$ cat config.mk
export PLATFORM = sky130hd
export DESIGN_NAME = mse_cnt_mem
export DESIGN_NICKNAME = d
export VERILOG_FILES = /design/src/sv/mse_cnt_mem.sv
export SDC_FILE = /design/constraint.sdc
export NUM_CORES = 1
export LEC_CHECK = 0
export ABC_AREA = 1
export BUFFER_PORTS_ARGS = -buffer_cell sky130_fd_sc_hd__buf_2
export CAP_MARGIN = 0
export CELL_PAD_IN_SITES_DETAIL_PLACEMENT = 1
export CELL_PAD_IN_SITES_GLOBAL_PLACEMENT = 2
export CORE_ASPECT_RATIO = 1.75
export CORE_MARGIN = 10
export CORE_UTILIZATION = 41
export CTS_CLUSTER_SIZE = 16
export DETAILED_ROUTE_END_ITERATION = 8
export PLACE_DENSITY = 0.79
export SYNTH_ARGS = -nofsm -noshare
export SYNTH_HDL_FRONTEND = slang
export SYNTH_SLANG_ARGS = --single-unit
$ cat constraint.sdc
create_clock -name clk_i -period 3.1 [get_ports clk_i]
set_input_delay 0 -clock clk_i [delete_from_list [all_inputs] [get_ports clk_i]]
set_output_delay 0 -clock clk_i [all_outputs]
set_load 0.1 [all_outputs]
$ cat src/sv/mse_cnt_mem.sv
module mse_cnt_mem #(
  parameter int NUM  = 8,
  parameter int CntW = 9,
  parameter int IdxW = 3
) (
  input  logic            clk_i,
  input  logic            rst_ni,
  input  logic            rd_en_i,
  input  logic [IdxW-1:0] rd_idx_i,
  output logic [CntW-1:0] rd_data_o,
  input  logic            wr_en_i,
  input  logic [IdxW-1:0] wr_idx_i,
  input  logic [CntW-1:0] wr_data_i
);

  logic [CntW-1:0] mem [NUM];
  logic [NUM-1:0]  vld_q;
  logic [CntW-1:0] rd_data_q;

  // entries not yet written read as zero
  always_ff @(posedge clk_i or negedge rst_ni) begin
    if (!rst_ni) begin
      vld_q <= '0;
    end else if (wr_en_i) begin
      vld_q[wr_idx_i] <= 1'b1;
    end
  end

  always_ff @(posedge clk_i) begin
    if (wr_en_i) begin
      mem[wr_idx_i] <= wr_data_i;
    end
    if (rd_en_i) begin
      rd_data_q <= vld_q[rd_idx_i] ? mem[rd_idx_i] : '0;
    end
  end

  assign rd_data_o = rd_data_q;

endmodule

# [Word-level counts from Yosys, hierarchy flattened]
# Memories as Yosys holds them, arrays and structs flattened. A register that Yosys moved wholly into a read port is not among the register bits.
# Index checks and enable logic that the tools add are counted.
[totals] register_bits=8 ramBits=72 in_bits=19 output_inout_bits=9 wordCells=14 n_memories=1
[classes] order_cmp=3 n_mux=6 n_bitwise=1 n_reduce_logical=2
[memory_table] name="mem" words=8 width=9 read_ports=1 rd_ports_with_merged_regs=1 wr=1 line_no="16" source="logic [CntW-1:0] mem [NUM];"
[ops] cell="3-bit by 4-bit < comparator with 1-bit output (second input constant)" n=2
[ops] cell="8-bit bitwise OR" n=1
[ops] cell="1-bit 2-to-1 mux" n=4
[ops] cell="1-bit binary-select mux with 3-bit select" n=1
[ops] cell="1-bit demux with 3-bit select" n=1
[ops] cell="3-bit by 1-bit greater-or-equal comparator with 1-bit output (second input constant)" n=1
[ops] cell="1-bit logical AND" n=1
[ops] cell="1-bit logical NOT" n=1

# [Depth between registers and ports, before layout]
[logic_depth] depth_word=5 depth_mapped=10 ltp_nobuf=8

# [Worst setup path before layout]
# No wires, ideal clock.
[synth_timing] kind="flip-flop to flip-flop" from="register vld_q[3]" to="register rd_data_q[0] (netlist: rd_data_o[0]), read port of mem (data pin)" arrival_ns=0.794 required_time_ns=2.851 path_slack_ns=2.057 path_stages_with_launch=9 period_less_slack_ns=1.043 path_cell_list="dfrtp_1 -> inv_1 -> nand2_1 -> nand3_1 -> nand2_1 -> nand2_1 -> nand2_4 -> nand2_1 -> inv_1"
[synth_between] elab_chain_len=3
[synth_lines] item="from (decl)" line_no="17" source="logic [NUM-1:0] vld_q;"
[synth_lines] item="from (signal assigned)" line_no="23" source="vld_q <= '0;"
[synth_lines] item="from (signal, indexed assignment)" line_no="25" source="vld_q[wr_idx_i] <= 1'b1;"
[synth_lines] item="1-bit binary-select mux with 3-bit select" line_no="34" source="rd_data_q <= vld_q[rd_idx_i] ? mem[rd_idx_i] : '0;"
[synth_lines] item="1-bit 2-to-1 mux (not written as such)" line_no="34"
[synth_lines] item="1-bit logical NOT (no source line)"
[synth_lines] item="to (decl)" line_no="18" source="logic [CntW-1:0] rd_data_q;"
# No other way between the ends. The select of a mux whose other input is x is not followed.
# A chain may end at the register's enable or synchronous reset.

# [Final worst setup path]
[layout_timing] from="input port rd_idx_i[1]" to="register rd_data_q[2] (netlist: rd_data_o[2]), read port of mem (data pin)"
[layout_between] elab_chain_len=3
[layout_lines] item="from (decl)" line_no="9" source="input logic [IdxW-1:0] rd_idx_i,"
[layout_lines] item="1-bit binary-select mux with 3-bit select" line_no="34"
[layout_lines] item="1-bit 2-to-1 mux (not written as such)" line_no="34"
[layout_lines] item="1-bit logical NOT (no source line)"
# Parallel ways exist; a longest one is shown, timed or not. The select of a mux whose other input is x is not followed.

==> results.cfg <==
[die]
fp.dieH_um = 149
ios = 28
core_area_um2 = 9350
start_util = 0.417
fp.dieArea_um2 = 14000
row_count = 47
die_width_um = 93.7

[worst_setup_path]
cp-startpoint = rd_idx_i[1]
path_max_fanout = 21
cp_top_family = buffers and inverters
critPathArrivalTime_ns = 1.47
crit_path_end_kind = flop
r2r_start = vld_q[0]$_DFFE_PN0P_
critPathMostFrequentCell = nand2_1
crit_chain = buf_2 -> inv_1 -> nand3_1 -> nand2_1 -> nand2_1 -> nand2_4 -> nand2_1 -> inv_1
r2r_cells = 8
start_kind = input port
crit_cells = 8
required_ns = 3.20
crit_type = in -> reg
critical_path.slowest_cell = inv_1
slowest_delay_ns = 0.47
crit_path_end = rd_data_o[2]$_SDFFCE_PN0P_
ff2ff_setup_slack_ns = 1.87
r2r-end = rd_data_o[2]$_SDFFCE_PN0P_
critPathBufInv = 3

[cts]
clockBufferDepth = 2
clk_pin_slew_ns = 0.06
clkLatencyLatePin_ns = 0.34
cts.sinks = 89
cts_tree = built
numCtsBuffers = 9
clockRootBuffer = clkbuf_16
cts_resized = 0
h-tree-depth = 3

[sta]
worst_slew_pin_slew_ns = 0.717
post-route-period-util = 0.444
relSlewSlack = 0.522
max_freq_mhz = 727
grt_setup_unrepaired = no
min_period_ns = 1.38
setup-tns-final_ns = 0
hold_viol_final = 0
worst_slack_ns = 1.72
report.final.slew_viol_count = 0
setup_violations = 0
fin_worst_skew_ns = 0.00828

[routing]
drtPass1Iterations = 4
vias_per_cell = 4.68
routedWlPerCell_um = 16.8
post-route-drc-count = 0
vias = 2663
final_antenna_net_count = 0
drt_iter0_drc = 143
drt-total-wl_mm = 9.54

[synth]
yosysWarnings = 0
synth_area_leader_cell = edfxtp_1
synth_top_family_by_area = simple AND/OR/NAND/NOR gates
synth_seq_cells = 89
syn-num-nets = 418
synth-simple-area-share = 0.201
synth_area_per_cell_um2 = 9.77
synthCells = 399
synthDistinctLibCells = 15
ys_seq_area_frac = 0.676
synth_xor_area_frac = 0
yosys.area_share.adder = 0
synth_top_cell_area_share = 0.624
syn-cell-area_um2 = 3900
muxShareOfSynthArea = 0
synthTopCellsByArea = edfxtp_1 (62%), nand2_1 (14%), inv_1 (9.0%)
synth_compound_area_frac = 0.0103

[status]
status = complete, no violations

[global_routing]
antenna_found_initial = 0
grt_max_degree = 41
grt_pass1_wl_mm = 15.3
grt_use_total = 0.147
grt_pass1_vias = 2883
grt_overflow = 0

[min_path]
hp-class = in -> reg

[power]
power_w = 0.00269
power.density_nw_per_um2 = 591
vdd_drop_max_v = 0.000556
power_leakage_nw = 2.19

[finish]
final_common_cell = nand2_1
utilization = 0.488
finalNetCount = 461
syn_to_final_growth_pct = 17.1
diodes = 0
drive_gt1_frac = 0.116
layout_common_cells = nand2_1 (143), inv_1 (93), edfxtp_1 (81)

[placement]
gp_congestion = 0.765
io_buffers = 27
placement.setup.worst_slack_ns = 1.31
dpl.hpwl_mm = 6.42

[job]
maxCapViolations = 0
==> cells in the mapped netlist <==
master,count
nor2_1,8
edfxtp_1,81
nand3_1,40
clkbuf_1,2
nand2_1,143
clkinv_1,1
buf_6,2
buf_4,1
o21ai_0,8
nand2_4,1
inv_2,1
dfrtp_1,8
inv_1,93
buf_2,9
nand2_2,1
==> metrics by stage <==
| stage | cell area, um2 | hold slack, ns | instances |
|---|---|---|---|
| floorplan | 3900 | -0.296 | 399 |
| detailed placement | 4170 | -0.149 | 543 |
| finish | 4560 | 0.0340 | 569 |
| global route | 4560 | 0.0323 | 569 |
| global placement | 4170 | -0.155 | 543 |
| CTS | 4560 | 0.0271 | 569 |
==> how the worst min path moves through the flow <==
stage,start,slack [ns],cells after the start,to
floorplan,rst_ni,-0.30,0,vld_q[0]$_DFFE_PN0P_
global placement,rst_ni,-0.15,1,vld_q[4]$_DFFE_PN0P_
detailed placement,rst_ni,-0.15,1,vld_q[5]$_DFFE_PN0P_
CTS,rst_ni,0.03,2,vld_q[0]$_DFFE_PN0P_
global route,rd_en_i,0.03,1,rd_data_o[7]$_SDFFCE_PN0P_
finish,wr_idx_i[2],0.03,3,vld_q[5]$_DFFE_PN0P_
==> repair_timing <==
action                                  4_1_cts  5_1_grt
hold buffers                                 10        0
endpoints found under the hold margin        80        0
buffers inserted                              0        0
endpoints found under the setup margin        0        0
==> registers in the layout (all words and copies together), names as in the netlist <==
name / flops
vld_q: 8
mem: 72
rd_data_o: 9
==> layer usage <==
layer	GRT usage	share of wire	routed length, um	up-vias
met5	0	0	0	-
met4	0.0626	0.021	196	0
met3	0.0323	0.028	270	10
met2	0.262	0.55	5240	38
met1	0.162	0.40	3830	1303
li1	-	-	-	1312
==> logic make-up (layout without fill, tap and decap cells) <==
family	Yosys count	count (layout)
compound gates	8	8
buf+inv	109	157
simple gates	193	193
flops	89	89
==> final cells by class <==
cell class                 count  area, um2
clock buffer                  13        250
inverter                      95        357
clock inverter                 3       42.5
multi-input combinational    201        825
fill                        1051       4790
sequential                    89       2630
tap                          122        153
timing repair buffer          46        303
==> worst reg2reg max path, cell delays in order (launching register included) <==
cell     delay [ns]
dfrtp_1        0.36
inv_1          0.07
nand2_1        0.06
nand3_1        0.10
nand2_1        0.06
nand2_1        0.09
nand2_4        0.12
nand2_1        0.09
inv_1          0.04
==> where the power goes <==
group / total, W / leakage (nW) / switching, W / internal [W]
Combinational: 0.000256 / 1.23 / 0.000193 / 0.0000632
Sequential: 0.00137 / 0.817 / 0.0000107 / 0.00135
Clock: 0.00107 / 0.140 / 0.000427 / 0.000646
Total: 0.00269 / 2.19 / 0.000631 / 0.00206
(Power assumes the default switching activity.)
